--- config.mk ---
export PLATFORM = sky130hd
export DESIGN_NAME = sfa_queue
export DESIGN_NICKNAME = d
export VERILOG_FILES = /design/src/hw/rtl/sfa_pkg.sv /design/src/hw/rtl/sfa_queue.sv
export SDC_FILE = /design/constraint.sdc
export NUM_CORES = 1
export LEC_CHECK = 0
export BUFFER_PORTS_ARGS = -buffer_cell sky130_fd_sc_hd__clkbuf_2
export CORE_MARGIN = 2
export CORE_UTILIZATION = 55
export CTS_BUF_LIST = sky130_fd_sc_hd__clkbuf_8
export DETAILED_ROUTE_END_ITERATION = 10
export PLACE_DENSITY_LB_ADDON = 0.12
export SKIP_CTS_REPAIR_TIMING = 1
export SLEW_MARGIN = 5
export SYNTH_ARGS = -nofsm -noshare
export SYNTH_HDL_FRONTEND = slang
export SYNTH_SLANG_ARGS = --single-unit
--- constraint.sdc ---
create_clock -name clk -period 1.7 [get_ports clk]
set_input_delay 0.34 -clock clk [delete_from_list [all_inputs] [get_ports clk]]
set_output_delay 0.34 -clock clk [all_outputs]
set_load 0.005 [all_outputs]
--- src/hw/rtl/sfa_pkg.sv ---
// sfa_pkg: shared types, constants and coefficient table for the structure
// factor accumulator. No dependencies.
package sfa_pkg;

  localparam int PHASE_BITS = 16;
  localparam int POS_W      = 24;
  localparam int K_W        = 32;
  localparam int ACC_W      = 36;
  localparam int S_W        = 52;
  localparam int DOT_W      = 74;
  localparam int MAG_W      = 72;
  localparam int Q_DEPTH    = 4;
  localparam int Q_AW       = 2;
  localparam int CFG_IDX_W  = 3;

  localparam logic [CFG_IDX_W-1:0] CFG_K_X      = 3'd0;
  localparam logic [CFG_IDX_W-1:0] CFG_K_Y      = 3'd1;
  localparam logic [CFG_IDX_W-1:0] CFG_K_Z      = 3'd2;
  localparam logic [CFG_IDX_W-1:0] CFG_INV_CNT  = 3'd3;
  localparam logic [CFG_IDX_W-1:0] CFG_USE_SET2 = 3'd4;

  localparam logic [31:0] C_A1 = 32'd1686629713;
  localparam logic [31:0] C_A3 = 32'd693598669;
  localparam logic [31:0] C_A5 = 32'd85569304;
  localparam logic [31:0] C_A7 = 32'd5026989;
  localparam logic [31:0] C_A9 = 32'd172272;
  localparam logic [30:0] ONE_Q30 = 31'h4000_0000;
  localparam logic [15:0] SIN_MAX = 16'd32767;

  typedef logic [PHASE_BITS-1:0] phase_t;

  typedef struct packed {
    phase_t phase;
    logic   point_set;
    logic   last_point;
  } qent_t;

  typedef struct packed {
    logic [K_W-1:0] k_x;
    logic [K_W-1:0] k_y;
    logic [K_W-1:0] k_z;
  } kvec_t;

  typedef struct packed {
    logic [31:0] inv_count;
    logic        use_second_set;
  } bcfg_t;

  typedef enum logic [1:0] {F_IDLE, F_MUL, F_PUSH} front_state_t;

  typedef enum logic [3:0] {
    B_IDLE, B_Z, B_P, B_S, B_ACC, B_M, B_ABS, B_INV, B_FIN
  } back_state_t;

  // horner coefficients after a9, in order of use
  function automatic logic [31:0] poly_coef(input logic [1:0] idx);
    logic [31:0] c;
    unique case (idx)
      2'd0: c = C_A7;
      2'd1: c = C_A5;
      2'd2: c = C_A3;
      default: c = C_A1;
    endcase
    return c;
  endfunction

endpackage

--- src/hw/rtl/sfa_queue.sv ---
// sfa_queue: short fifo of phase items between front and back.
// Depends on sfa_pkg.
module sfa_queue (
  input  logic           clk,
  input  logic           rst_n,
  input  logic           push,
  input  sfa_pkg::qent_t push_data,
  output logic           full,
  input  logic           pop,
  output sfa_pkg::qent_t pop_data,
  output logic           empty
);

  sfa_pkg::qent_t mem [sfa_pkg::Q_DEPTH];
  logic [sfa_pkg::Q_AW-1:0] wr_ptr_r, rd_ptr_r;
  logic [sfa_pkg::Q_AW:0]   count_r;

  assign full     = count_r == (sfa_pkg::Q_AW + 1)'(sfa_pkg::Q_DEPTH);
  assign empty    = count_r == '0;
  assign pop_data = mem[rd_ptr_r];

  always_ff @(posedge clk) begin
    if (push) begin
      mem[wr_ptr_r] <= push_data;
    end
  end

  always_ff @(posedge clk) begin
    if (!rst_n) begin
      wr_ptr_r <= '0;
      rd_ptr_r <= '0;
      count_r  <= '0;
    end else begin
      if (push) wr_ptr_r <= wr_ptr_r + 1'b1;
      if (pop)  rd_ptr_r <= rd_ptr_r + 1'b1;
      if (push && !pop) begin
        count_r <= count_r + 1'b1;
      end else if (pop && !push) begin
        count_r <= count_r - 1'b1;
      end
    end
  end

  a_no_overflow: assert property (@(posedge clk) disable iff (!rst_n)
    !(push && full) && !(pop && empty))
    else $error("queue over or underflow");

  a_ptr_gap: assert property (@(posedge clk) disable iff (!rst_n)
    (wr_ptr_r - rd_ptr_r) == count_r[sfa_pkg::Q_AW-1:0])
    else $error("queue pointers disagree with count");

endmodule

==> flow_summary.yaml, run 1 <==
synthesis:
  synthSimpleGateAreaFrac: 0.0296
  synth_top_area_share: 0.701
  synth_fa_ha_area_frac: 0.0268
  synthCells: 137
  netlist-cell-type-count: 21
  syn_nets: 165
  yosysWarningCount: 0
  synth_flop_cell: "edfxtp_1"
  avgSynthCellArea_um2: 22.5
  synth_edf_count: 72
  async_flop_share: 0
  synth_seq_cells: 81
  synth_area_leader_cell: "edfxtp_1"
  synth_top_family_by_area: "multiplexers"
  ys_top_cells_by_area: "edfxtp_1 (70%), mux4_2 (7.3%), mux4_1 (6.8%), dfxtp_1 (5.8%), ha_1 (2.0%)"
  seq_area_frac_synth: 0.759
  synthMuxAreaShare: 0.148
  syn_area_um2: 3080
  synthXorXnorAreaFrac: 0.0142
  synth_compound_area_frac: 0.00406
floorplanning:
  ios: 42
  dieArea_um2: 6220
  rows: 27
  die_y_um: 78.9
  die_w_um: 78.9
  start_util: 0.564
  core_um2: 5470
critical_path:
  reg2reg_from: "count_r[0]"
  cp_cell_sequence: "clkbuf_16, mux4_2, clkbuf_2"
  cp.required_ns: 1.36
  end_kind: "output port"
  r2r_setup_slack_ns: 0.18
  crit_path_top_delay_cell: "mux4_2"
  crit_type: "reg -> out"
  crit_arrival_ns: 1.53
  rr_worst_depth: 4
  rr_endpoint: "count_r[2]"
  cp_max_fo: 7
  max_stage_delay_ns: 0.51
  start_kind: "flip-flop"
global_route:
  grt.total_usage: 0.166
  grt_pass1_wl_mm: 7.34
  grt_max_degree: 19
  gr-total-overflow: 0
  grt_pass1_vias: 1512
  antenna_found_initial: 0
routing:
  wl_met3_um: 266
  dr.pass1.iters: 4
  drc: 0
  drt-total-wl_mm: 4.69
  drt_iter0_markers: 61
  wl_met1_mm: 1.95
  wl_met2_mm: 2.38
  vias_per_cell: 5.24
  wire_per_inst_um: 17.2
  top_layer: "met4"
  via_count: 1430
  postRouteAntennaNets: 0
min_path:
  hp-start: "push_data[14]"
  holdPathEnd: "mem[1][14]"
  hold_depth: 1
  min-delay-path-class: "in -> reg"
placement:
  place_inst: 257
  hpwl_mm: 3.15
  place_congestion: 0.653
  portBuffers: 41
  pre_cts_ws_ns: -0.139
clock_tree:
  htree_num_levels: 3
  clkTransAtPathRegs_ns: 0.07
  clock_latency_ns: 0.34
  clk_path_buf_depth: 2
  cts_tree: "yes"
  cts_buffers: 9
  root_buffer: "clkbuf_8"
  cts_sinks: 81
pwr:
  leakage_nw: 1.33
  p_per_area_nw_per_um2: 1190
  ir_drop_mv: 0.860
timing:
  post-route-period-util: 1.10
  fin_crit_ns: 1.87
  fin_skew_ns: 0.00690
  grt_setup_unrepaired: "yes"
  final-hold-violation-count: 0
  fmax_mhz: 535
  whs_ns: 0.218
  setup_violations: 18
  finalMaxSlewViolations: 0
  worst_pin_slew_ns: 0.476
  fin_ws_ns: -0.171
  setup-tns-final_ns: -2.47
  slew_headroom: 0.683
status:
  violations: "setup timing"
  status: "complete, but fails checks"
layout:
  area_delta_synth_final_pct: 19.4
  stdcell_count: 273
  drive_above_1_share: 0.433
  nets: 225
  diodes: 0
flow_run:
  drv_cap: 0
## per-layer routing
metal | vias up | track usage
met4 | 0 | 0.0776
met1 | 713 | 0.201
met3 | 10 | 0.0511
met5 | - | 0
met2 | 38 | 0.276
li1 | 669 | -
## metrics by stage
stage | power, mW | area (um^2) | utilization
2_1_floorplan | 2.61 | 3080 | -
3_3_place_gp | 2.79 | 3450 | 0.630
3_5_place_dp | 2.82 | 3450 | 0.630
4_1_cts | 4.40 | 3680 | 0.672
5_1_grt | 4.53 | 3680 | 0.673
6_report | 4.38 | 3680 | 0.673
## registers in the layout (all words and copies together) (netlist names), named ones only
| register | flops |
|---|---|
| rd_ptr_r | 2 |
| count_r | 3 |
| mem | 72 |
| wr_ptr_r | 2 |
## critical path: cells and delay by family, from the launching register on
family | cells | cell delay [ns]
flops | 1 | 0.39
mux | 1 | 0.51
buf+inv | 2 | 0.30
## cell families (layout without fill, tap and decap cells)
kind of cell	Yosys count	after routing
xor+xnor	5	5
mux	20	20
compound gates	2	2
simple gates	15	15
fa+ha+maj	6	6
flops	81	81
buf+inv	8	72
## how the worst max path moves through the flow
stage	start	to	slack [ns]
global placement	push	count_r[2]	-0.06
detailed placement	push	count_r[2]	-0.14
global route	flip-flop	pop_data[6]	-0.22
finish	flip-flop	pop_data[2]	-0.17
CTS	flip-flop	pop_data[16]	-0.28
floorplan	pop	count_r[2]	0.08
## report_power, final
part	switching (mW)	internal, mW
registers	0.0445	2.28
clock network	0.636	0.962
logic	0.205	0.258
total	0.886	3.50
## layout by cell type (no fill, tap or decap), drive strengths merged, types with 3 or more instances in the layout
| cell type | synthesis | routed |
|---|---|---|
| buf | 4 | 12 |
| dfxtp | 9 | 9 |
| ha | 5 | 5 |
| xor2 | 3 | 3 |
| clkbuf | 0 | 50 |
| clkinv | 0 | 3 |
| bufinv | 0 | 3 |
| edfxtp | 72 | 72 |
| mux4 | 18 | 18 |
| and2 | 9 | 9 |
| inv | 4 | 4 |
## synth_stat cells (2+ instances only)
cell / number
nor2b_1: 2
edfxtp_1: 72
xor2_1: 3
mux2i_1: 2
mux4_1: 8
ha_1: 5
dfxtp_1: 9
buf_2: 2
inv_1: 4
xnor2_1: 2
mux4_2: 10
and2_1: 9
## layout make-up
| cell class | count | area (um^2) |
|---|---|---|
| clock buffer | 9 | 124 |
| clock inverter | 6 | 108 |
| fill | 410 | 1790 |
| inverter | 4 | 15.0 |
| multi-input combinational | 48 | 657 |
| sequential | 81 | 2350 |
| tap | 72 | 90.1 |
| timing repair buffer | 53 | 342 |
(Power assumes the default switching activity.)
==> run 2, diff against run 1 <==
--- a/config.mk
+++ b/config.mk
@@ -11,6 +11,7 @@
 export CTS_BUF_LIST = sky130_fd_sc_hd__clkbuf_8
 export DETAILED_ROUTE_END_ITERATION = 10
 export PLACE_DENSITY_LB_ADDON = 0.12
+export RECOVER_POWER = 100
 export SKIP_CTS_REPAIR_TIMING = 1
 export SLEW_MARGIN = 5
 export SYNTH_ARGS = -nofsm -noshare
==> flow_summary.yaml, run 2 (same netlist as run 1, synthesis figures left out) <==
status:
  status: "complete, but fails checks"
  violations: "setup timing"
global_route:
  grt.total_usage: 0.166
  antenna_found_initial: 0
  grt_pass1_wl_mm: 7.34
  grt_pass1_vias: 1512
  grt_max_degree: 19
  gr-total-overflow: 0
floorplanning:
  die_y_um: 78.9
  rows: 27
  ios: 42
  dieArea_um2: 6220
  core_um2: 5470
  start_util: 0.564
  die_w_um: 78.9
critical_path:
  crit_type: "reg -> out"
  start_kind: "flip-flop"
  cp.required_ns: 1.36
  end_kind: "output port"
  r2r_setup_slack_ns: 0.14
  cp_max_fo: 7
  crit_arrival_ns: 1.53
pwr:
  p_int_mw: 3.48
  switchingPower_uw: 887
  pwr-share-clk: 0.366
  ir_drop_mv: 0.858
  power.share.sequential: 0.532
  leakage_nw: 1.25
  combPwrFrac: 0.103
  p_sw_frac: 0.203
  p_per_area_nw_per_um2: 1200
clock_tree:
  htree_num_levels: 3
  cts_buffers: 9
  clock_latency_ns: 0.34
  root_buffer: "clkbuf_8"
  cts_tree: "yes"
  clkTransAtPathRegs_ns: 0.07
  clk_path_buf_depth: 2
  cts_sinks: 81
timing:
  final-hold-violation-count: 0
  finalMaxSlewViolations: 0
  slew_headroom: 0.681
  grt_setup_unrepaired: "yes"
  fin_skew_ns: 0.00682
  fmax_mhz: 533
  post-route-period-util: 1.10
  worst_pin_slew_ns: 0.479
  fin_crit_ns: 1.87
  fin_ws_ns: -0.175
  setup_violations: 18
min_path:
  min-delay-path-class: "in -> reg"
routing:
  postRouteAntennaNets: 0
  dr.pass1.iters: 4
  drt_iter0_markers: 56
  wire_per_inst_um: 17.3
  drt-total-wl_mm: 4.72
  vias_per_cell: 5.21
  drc: 0
  via_count: 1421
layout:
  diodes: 0
  nets: 225
  drive_above_1_share: 0.318
  largestRegisters: "mem: 72 flops, count_r: 3 flops"
  area_delta_synth_final_pct: 17.9
  final_util: 0.664
  largest_reg_flops: 72
  regMostFlops: "mem"
  layout_common_cells: "edfxtp_1 (72), clkbuf_2 (24), clkbuf_1 (23)"
  layout_commonest_cell: "edfxtp_1"
placement:
  place_congestion: 0.653
  pre_cts_ws_ns: -0.139
  hpwl_mm: 3.15
  portBuffers: 41
flow_run:
  drv_cap: 0
==> run 2: changes by cell type in the layout (fill, tap and decap cells not counted) <==
cell and change:
buf_4 -7, clkbuf_2 -16, and2_0 +6, clkbuf_1 +23, and2_1 -6
==> run 2: worst paths after layout <==
| kind | start | to | depth (start not counted) |
|---|---|---|---|
| max | flip-flop | pop_data[2] | 3 |
| min | push_data[14] | mem[1][14] | 1 |
| max reg2reg | wr_ptr_r[0] | mem[3][7] | 4 |
| min reg2reg | count_r[2] | count_r[2] | 2 |
==> run 2: layer usage <==
| layer | share of wire | track usage | vias to the layer above |
|---|---|---|---|
| met4 | 0.013 | 0.0776 | 0 |
| met1 | 0.42 | 0.201 | 711 |
| li1 | - | - | 666 |
| met2 | 0.51 | 0.276 | 37 |
| met5 | 0 | 0 | - |
| met3 | 0.050 | 0.0511 | 7 |
==> run 2: power by group through the flow <==
stage,sequential [mW],clock [mW],combinational (mW)
6_report,2.32,1.60,0.448
5_1_grt,2.33,1.69,0.500
4_1_cts,2.32,1.62,0.457
3_5_place_dp,2.37,0,0.455
3_3_place_gp,2.35,0,0.440
2_1_floorplan,2.35,0,0.263
==> run 2: worst max-delay path: stages (launching register included) <==
cell and delay [ns]:
dfxtp_4 0.39, clkbuf_16 0.17, mux4_2 0.51, clkbuf_2 0.13
==> run 2: layout make-up <==
| cell class | count | area, um^2 |
|---|---|---|
| Timing Repair Buffer | 53 | 295 |
| Inverter | 4 | 15.0 |
| Multi-Input combinational cell | 48 | 657 |
| Clock buffer | 9 | 124 |
| Tap cell | 72 | 90.1 |
| Fill cell | 423 | 1840 |
| Clock inverter | 6 | 108 |
| Sequential cell | 81 | 2350 |
==> run 2: through the flow <==
stage / instances / area (um^2) / hold slack [ns] / setup TNS (ns) / power (mW)
finish: 273 / 3630 / 0.256 / -2.55 / 4.37
global route: 273 / 3630 / 0.260 / -3.61 / 4.52
CTS: 272 / 3680 / 0.206 / -4.01 / 4.40
detailed placement: 257 / 3450 / 0.526 / -0.139 / 2.82
global placement: 257 / 3450 / 0.481 / -0.0561 / 2.79
floorplan: 137 / 3080 / 0.439 / 0 / 2.61
