===== config.mk =====
export PLATFORM = sky130hd
export DESIGN_NAME = sfa_front
export DESIGN_NICKNAME = d
export VERILOG_FILES = /design/src/hw/rtl/sfa_pkg.sv /design/src/hw/rtl/sfa_front.sv
export SDC_FILE = /design/constraint.sdc
export NUM_CORES = 1
export LEC_CHECK = 0
export BUFFER_PORTS_ARGS = -buffer_cell sky130_fd_sc_hd__buf_2
export CORE_MARGIN = 8
export CORE_UTILIZATION = 50
export CTS_CLUSTER_DIAMETER = 80
export DETAILED_ROUTE_END_ITERATION = 10
export PLACE_DENSITY_LB_ADDON = 0.15
export RECOVER_POWER = 25
export SETUP_SLACK_MARGIN = 0.2
export SKIP_LAST_GASP = 1
export SLEW_MARGIN = 20
export SYNTH_ARGS = -nofsm -noshare
export SYNTH_HDL_FRONTEND = slang
export SYNTH_SLANG_ARGS = --single-unit

===== constraint.sdc =====
create_clock -name clk -period 8.9 [get_ports clk]
set_input_delay 0 -clock clk [delete_from_list [all_inputs] [get_ports clk]]
set_output_delay 0 -clock clk [all_outputs]
set_load 0.005 [all_outputs]

===== src/hw/rtl/sfa_pkg.sv =====
// sfa_pkg: shared types, constants and coefficient table for the structure
// factor accumulator. No dependencies.
package sfa_pkg;

  localparam int PHASE_BITS = 16;
  localparam int POS_W      = 24;
  localparam int K_W        = 32;
  localparam int ACC_W      = 36;
  localparam int S_W        = 52;
  localparam int DOT_W      = 74;
  localparam int MAG_W      = 72;
  localparam int Q_DEPTH    = 4;
  localparam int Q_AW       = 2;
  localparam int CFG_IDX_W  = 3;

  localparam logic [CFG_IDX_W-1:0] CFG_K_X      = 3'd0;
  localparam logic [CFG_IDX_W-1:0] CFG_K_Y      = 3'd1;
  localparam logic [CFG_IDX_W-1:0] CFG_K_Z      = 3'd2;
  localparam logic [CFG_IDX_W-1:0] CFG_INV_CNT  = 3'd3;
  localparam logic [CFG_IDX_W-1:0] CFG_USE_SET2 = 3'd4;

  localparam logic [31:0] C_A1 = 32'd1686629713;
  localparam logic [31:0] C_A3 = 32'd693598669;
  localparam logic [31:0] C_A5 = 32'd85569304;
  localparam logic [31:0] C_A7 = 32'd5026989;
  localparam logic [31:0] C_A9 = 32'd172272;
  localparam logic [30:0] ONE_Q30 = 31'h4000_0000;
  localparam logic [15:0] SIN_MAX = 16'd32767;

  typedef logic [PHASE_BITS-1:0] phase_t;

  typedef struct packed {
    phase_t phase;
    logic   point_set;
    logic   last_point;
  } qent_t;

  typedef struct packed {
    logic [K_W-1:0] k_x;
    logic [K_W-1:0] k_y;
    logic [K_W-1:0] k_z;
  } kvec_t;

  typedef struct packed {
    logic [31:0] inv_count;
    logic        use_second_set;
  } bcfg_t;

  typedef enum logic [1:0] {F_IDLE, F_MUL, F_PUSH} front_state_t;

  typedef enum logic [3:0] {
    B_IDLE, B_Z, B_P, B_S, B_ACC, B_M, B_ABS, B_INV, B_FIN
  } back_state_t;

  // horner coefficients after a9, in order of use
  function automatic logic [31:0] poly_coef(input logic [1:0] idx);
    logic [31:0] c;
    unique case (idx)
      2'd0: c = C_A7;
      2'd1: c = C_A5;
      2'd2: c = C_A3;
      default: c = C_A1;
    endcase
    return c;
  endfunction

endpackage


===== src/hw/rtl/sfa_front.sv =====
// sfa_front: accepts particle items and forms the wrapped phase k.r with one
// shared multiplier. Depends on sfa_pkg.
module sfa_front (
  input  logic                         clk,
  input  logic                         rst_n,
  input  logic                         in_valid,
  output logic                         in_ready,
  input  logic signed [sfa_pkg::POS_W-1:0] in_pos_x,
  input  logic signed [sfa_pkg::POS_W-1:0] in_pos_y,
  input  logic signed [sfa_pkg::POS_W-1:0] in_pos_z,
  input  logic                         in_point_set,
  input  logic                         in_last_point,
  input  sfa_pkg::kvec_t               kvec,
  input  logic                         q_full,
  output logic                         q_push,
  output sfa_pkg::qent_t               q_data
);

  sfa_pkg::front_state_t state_r, state_nxt;
  logic [sfa_pkg::POS_W-1:0] pos_x_r, pos_y_r, pos_z_r;
  logic set_r, last_r;
  logic [1:0] cnt_r, cnt_nxt;
  logic [31:0] sum_r, sum_nxt;
  logic [31:0] op_k;
  logic [sfa_pkg::POS_W-1:0] op_p;
  logic [63:0] prod;
  logic accept;

  always_comb begin
    unique case (cnt_r)
      2'd0: begin
        op_k = kvec.k_x;
        op_p = pos_x_r;
      end
      2'd1: begin
        op_k = kvec.k_y;
        op_p = pos_y_r;
      end
      default: begin
        op_k = kvec.k_z;
        op_p = pos_z_r;
      end
    endcase
  end

  // only the low 32 bits of each product reach the phase
  assign prod = {32'd0, op_k} *
                {32'd0, {(32 - sfa_pkg::POS_W){op_p[sfa_pkg::POS_W-1]}}, op_p};

  assign accept = in_valid && in_ready;
  assign q_data.phase = sum_r[31 -: sfa_pkg::PHASE_BITS];
  assign q_data.point_set = set_r;
  assign q_data.last_point = last_r;

  always_comb begin
    state_nxt = state_r;
    cnt_nxt   = cnt_r;
    sum_nxt   = sum_r;
    in_ready  = 1'b0;
    q_push    = 1'b0;
    unique case (state_r)
      sfa_pkg::F_IDLE: begin
        in_ready = 1'b1;
        if (in_valid) begin
          state_nxt = sfa_pkg::F_MUL;
          cnt_nxt   = 2'd0;
          sum_nxt   = 32'd0;
        end
      end
      sfa_pkg::F_MUL: begin
        sum_nxt = sum_r + prod[31:0];
        cnt_nxt = cnt_r + 2'd1;
        if (cnt_r == 2'd2) begin
          state_nxt = sfa_pkg::F_PUSH;
        end
      end
      sfa_pkg::F_PUSH: begin
        q_push = !q_full;
        if (!q_full) begin
          state_nxt = sfa_pkg::F_IDLE;
        end
      end
      default: state_nxt = sfa_pkg::F_IDLE;
    endcase
  end

  always_ff @(posedge clk) begin
    if (!rst_n) begin
      state_r <= sfa_pkg::F_IDLE;
      cnt_r   <= 2'd0;
    end else begin
      state_r <= state_nxt;
      cnt_r   <= cnt_nxt;
    end
  end

  always_ff @(posedge clk) begin
    sum_r <= sum_nxt;
    if (accept) begin
      pos_x_r <= in_pos_x;
      pos_y_r <= in_pos_y;
      pos_z_r <= in_pos_z;
      set_r   <= in_point_set;
      last_r  <= in_last_point;
    end
  end

  a_push_after_mul: assert property (@(posedge clk) disable iff (!rst_n)
    q_push |-> $past(state_r) == sfa_pkg::F_MUL || $past(state_r) == sfa_pkg::F_PUSH)
    else $error("push without a finished phase");

  a_mul_three: assert property (@(posedge clk) disable iff (!rst_n)
    state_r == sfa_pkg::F_MUL |-> cnt_r != 2'd3)
    else $error("phase step count out of range");

endmodule


==> results of run 1 <==
[worst paths after layout]
check	slack, ns	endpoint	startpoint	depth (start not counted)
worst max-delay path	0.67	sum_r[30]$_SDFFCE_PN0P_	cnt_r[0]$_SDFFE_PN0P_	27
worst min-delay path	0.31	pos_y_r[6]$_DFFE_PP_	in_pos_y[6]	2
worst max register to register	0.67	sum_r[30]$_SDFFCE_PN0P_	cnt_r[0]$_SDFFE_PN0P_	27
worst min register to register	0.50	cnt_r[1]$_SDFFE_PN0P_	cnt_r[1]$_SDFFE_PN0P_	2
[state kept, by name, summed over array words and instances, names as in the netlist]
name,count
pos_z_r,24
state_r,2
set_r,1
pos_y_r,24
pos_x_r,24
last_r,1
sum_r,32
cnt_r,2
[through the flow]
stage / hold slack (ns) / setup slack, ns / cell area (µm²) / utilization [%] / instances
3_3_place_gp: 0.176 / 0.222 / 22200 / 54.5 / 2893
2_1_floorplan: 0.0330 / 0.721 / 20500 / - / 2203
6_report: 0.306 / 0.674 / 23300 / 57.4 / 2990
3_5_place_dp: 0.178 / 0.0932 / 22200 / 54.5 / 2893
4_1_cts: 0.284 / 0.200 / 23300 / 57.3 / 2990
5_1_grt: 0.306 / 0.257 / 23300 / 57.4 / 2990
[Yosys cell counts (all sizes together), types with 11 or more instances]
master	number
ha	129
o21ai	20
a22o	54
a21o	54
buf	41
clkbuf	60
nor2	282
inv	544
or2	12
nand2	253
a21oi	84
xnor2	45
fa	417
and2	11
xor2	15
edfxtp	106
[routing by layer]
layer	part of all wire (%)	up-vias	wire [µm]	GRT usage (%)
met5	0.043	-	27	0
met4	4.9	4	3070	12.9
met3	8.2	132	5140	5.49
met2	46	698	28800	43.7
met1	41	7925	25800	35.4
li1	-	7078	-	-
[cell families after synthesis]
family / Yosys count
buffers and inverters: 645
AND/OR/NAND/NOR: 599
adder cells (fa/ha/maj): 546
AO/OA/AOI/OAI: 239
flip-flops: 110
XOR/XNOR: 63
multiplexers: 1
[worst max-delay path, stage by stage, from the launching register on]
cell and delay [ns]:
dfxtp_1 0.42, inv_1 0.12, ha_4 0.22, buf_12 0.19
a22o_1 0.25, a21oi_4 0.56, nor2_1 0.16, fa_1 0.51
fa_1 0.52, inv_1 0.07, fa_1 0.53, inv_1 0.05
fa_1 0.43, fa_1 0.49, fa_1 0.55, inv_1 0.05
fa_1 0.48, inv_1 0.04, ha_1 0.35, and3_1 0.23
and3_2 0.29, nand3_1 0.10, or3_1 0.44, a21oi_2 0.26
o221ai_2 0.17, a21oi_2 0.19, mux2i_1 0.19, nand3_1 0.08
[layout make-up]
cell class / count / share of cell area, %
clock inverters: 6 / 0.370
repair buffers: 340 / 9.90
well taps: 532 / 2.85
multi-input cells: 1448 / 63.2
flip-flops and latches: 110 / 14.0
inverters: 544 / 8.75
clock buffers: 10 / 0.982
[repair_timing]
item / CTS / global route
buffers inserted: 4 / 0
pin swaps: 1 / 0
cloned: 0 / 0
gates resized for setup: 3 / 13
setup endpoints to repair: 1 / 4
endpoints found under the hold margin: 78 / 0
hold buffers: 77 / 0
==> flow_metrics.tcl, run 1 <==
set metrics [dict create \
    worst_slew_pin_slew_ns 0.918 \
    synth_nets 2923 \
    drv_slew 0 \
    max_freq_ghz 0.122 \
    synth_xor_area_share_pct 2.89 \
    async_reset_ff_share_pct 0 \
    yosys.area.top_type "fa_1" \
    ctsLongestPathBuffers 2 \
    cts_tree "done" \
    avgSynthCellArea_um2 9.31 \
    fillers 3571 \
    overflow 0 \
    chipHeight_um 219 \
    synth-main-ff-cell "edfxtp_1" \
    wirelength_mm 62.8 \
    setup_viol 0 \
    start_kind "flop" \
    synth_seq_cells 110 \
    timing.final.crit_share_pct 92.4 \
    hpwl_mm 52.5 \
    synth_edf_count 106 \
    yosys_warnings 0 \
    netlist.area_leader.share_pct 40.7 \
    post_drt_wl_per_cell_um 21.0 \
    critical_path_class "flop to flop" \
    maxSlewHeadroom_pct 38.8 \
    initial_core_util_pct 50.5 \
    synth_area_um2 20500 \
    yosys-mux-area-fraction_pct 0.0488 \
    area_growth_pct 13.7 \
    drv_cap 0 \
    grt_pass1_vias 17563 \
    cp.required_ns 9.06 \
    fin_skew_ns 0.0212 \
    yosys-top-cells-area "fa_1 41%, edfxtp_1 16%, inv_1 10%, ha_1 7.9%, nor2_1 5.1%" \
    multi_input_area_um2 14700 \
    die_w_um 219 \
    rows 74 \
    syn_inst 2203 \
    layout.nets 3173 \
    synth_top_family_by_area "adder cells" \
    n_antenna_cell 0 \
    synth-compound-area-share_pct 8.22 \
    drt-pass1-iter-count 6 \
    clk_latency_ns 0.40 \
    min_period_ns 8.23 \
    drc_errors 0 \
    gp_congestion 0.980 \
    ios 194 \
    grt_pass1_wl_mm 98.7 \
    status "finished clean" \
    hold_viol 0 \
    ant_nets 0 \
    final-seq-area_um2 3260 \
    die-area_um2 47800 \
    seq_area_frac_synth_pct 15.9 \
    clk_pin_slew_ns 0.10 \
    timing.setup.tns_ns 0 \
    grt_max_degree 62 \
    cts_sinks 110 \
    worstPathMaxFanout 50 \
    cts_buffers 9 \
    arrival_ns 8.38 \
    place.port_buffers 193 \
    hold_path_class "input port to flop" \
    drt_iter0_drc 1146 \
    rsz0062_at_grt "no" \
    vias_per_cell 5.30 \
    drive_gt1_share_pct 13.1 \
    post_synth_and_or_nand_nor_area_fraction_pct 11.7 \
    synth-adder-area-share_pct 48.6 \
    endpoint_kind "flop" \
    root_buffer "clkbuf_16" \
    track_usage_pct 27.3 \
    synth.distinct_cells 59 \
    final_cell_mix "543 x inv_1, 417 x fa_1, 278 x nor2_1" \
    cts_max_level 3 \
    antenna_found_initial 2 \
    coreArea_um2 40600 \
    layout.cells.most_common "inv_1" \
    vias 15837 \
]
Power of run 1 is left out: the tool's default activity adds up to more than one toggle a clock period on the data nets, which glitch-free logic cannot reach.
==> run 2: changes to the inputs <==
- CORE_UTILIZATION: 50 -> 61
==> flow_metrics.tcl, run 2 (same netlist as run 1, synthesis figures left out) <==
set metrics [dict create \
    root_buffer "clkbuf_16" \
    preCtsSetupSlack_ns 0.177 \
    rsz0062_at_grt "no" \
    drt_iter0_drc 1455 \
    hold_viol 0 \
    fin_skew_ns 0.0253 \
    clk_pin_slew_ns 0.08 \
    fillers 2671 \
    ios 194 \
    cp_slowest_stage_delay_ns 0.56 \
    die-area_um2 39700 \
    die_w_um 199 \
    min_period_ns 8.44 \
    grt_max_degree 64 \
    grt_pass1_wl_mm 101 \
    ant_nets 0 \
    overflow 0 \
    drv_slew 0 \
    cts_buffers 9 \
    vias 16332 \
    track_usage_pct 34.1 \
    grt_pass1_vias 18087 \
    clk_latency_ns 0.40 \
    whs_ns 0.0833 \
    status "finished clean" \
    place.port_buffers 193 \
    drv_cap 0 \
    cts_sinks 110 \
    hpwl_mm 52.7 \
    cts_max_level 3 \
    worst_slew_pin_slew_ns 1.07 \
    drive_gt1_share_pct 12.3 \
    chipHeight_um 199 \
    timing.final.crit_share_pct 94.9 \
    rows 67 \
    antenna_found_initial 1 \
    cts_tree "done" \
    critPathSlowestCell "fa_1" \
    n_antenna_cell 0 \
    drt-pass1-iter-count 5 \
    ctsLongestPathBuffers 2 \
    postLayoutCoreUtil_pct 69.1 \
    wirelength_mm 64.2 \
    final_cell_mix "543 x inv_1, 417 x fa_1, 278 x nor2_1" \
    maxSlewHeadroom_pct 28.9 \
    setup_viol 0 \
    start_kind "flop" \
    worstPathMaxFanout 36 \
    layout.cells.most_common "inv_1" \
    max_freq_ghz 0.118 \
    layout.nets 3163 \
    timing.setup.tns_ns 0 \
    endpoint_kind "flop" \
    initial_core_util_pct 61.5 \
    cp.required_ns 9.03 \
    drc_errors 0 \
    hold_path_class "input port to flop" \
    gp_congestion 1.05 \
    arrival_ns 8.58 \
    post_drt_wl_per_cell_um 22.2 \
    area_growth_pct 12.5 \
    largest_reg_flops 32 \
    largest-register "sum_r" \
    path_common_cell "fa_1" \
    coreArea_um2 33400 \
    vias_per_cell 5.64 \
    fin_ws_ns 0.455 \
    critical_path_class "flop to flop" \
]
-- run 2: cell count changes in the layout (fill, tap and decap cells not counted), sizes merged --
| cell | change |
|---|---|
| buf | -13 |
| clkbuf | +4 |
| clkinv | -1 |
| dlygate4sd3 | -1 |
| nor2 | +1 |
-- run 2: metrics by stage --
step | std cells | area [µm²]
after floorplan | 2203 | 20500
after global routing | 2896 | 23100
after CTS | 2894 | 23000
after detailed placement | 2801 | 22000
final | 2896 | 23100
after global placement | 2801 | 22000
-- run 2: metal layers --
| layer | vias to the layer above | GRT usage (%) | wire (µm) | share of wire, % |
|---|---|---|---|---|
| met5 | - | 0 | 10 | 0.016 |
| met4 | 2 | 17.9 | 3600 | 5.6 |
| met3 | 177 | 6.65 | 5950 | 9.3 |
| met2 | 938 | 55.2 | 29800 | 46 |
| met1 | 8154 | 43.3 | 24900 | 39 |
| li1 | 7061 | - | - | - |
-- run 2: repair_timing --
| action | CTS | global route |
|---|---|---|
| resized for setup | 0 | 5 |
| setup endpoints to repair | 1 | 4 |
| hold buffers | 76 | 0 |
| pin swaps | 1 | 1 |
| gates cloned | 1 | 0 |
| hold endpoints to repair | 78 | 0 |
| buffers inserted | 0 | 2 |
-- run 2: cell type report --
class | count | area (µm²) | share of cell area (%)
Sequential cell | 110 | 3260 | 14.1
Tap cell | 448 | 561 | 2.43
Multi-Input combinational cell | 1449 | 14700 | 63.7
Clock buffer | 11 | 233 | 1.01
Inverter | 544 | 2040 | 8.85
Clock inverter | 5 | 75.1 | 0.325
Timing Repair Buffer | 329 | 2200 | 9.53
-- run 2: critical path: cells and delay by family, from the launching register on --
kind	cells	cell delay, ns
adder cells (fa/ha/maj)	9	4.18
buffers and inverters	8	0.99
AND/OR/NAND/NOR	6	1.24
flip-flops	1	0.34
multiplexers	1	0.22
AO/OA/AOI/OAI	5	1.19
-- run 2: path summary, 6_finish.rpt --
check | slack, ns | endpoint | cells past startpoint | start
hold reg to reg | 0.52 | cnt_r[1]$_SDFFE_PN0P_ | 2 | cnt_r[1]$_SDFFE_PN0P_
setup / recovery | 0.46 | sum_r[30]$_SDFFCE_PN0P_ | 29 | cnt_r[0]$_SDFFE_PN0P_
hold / removal | 0.08 | cnt_r[1]$_SDFFE_PN0P_ | 4 | in_valid
setup reg to reg | 0.46 | sum_r[30]$_SDFFCE_PN0P_ | 29 | cnt_r[0]$_SDFFE_PN0P_
Power of run 2 is left out for the same reason.
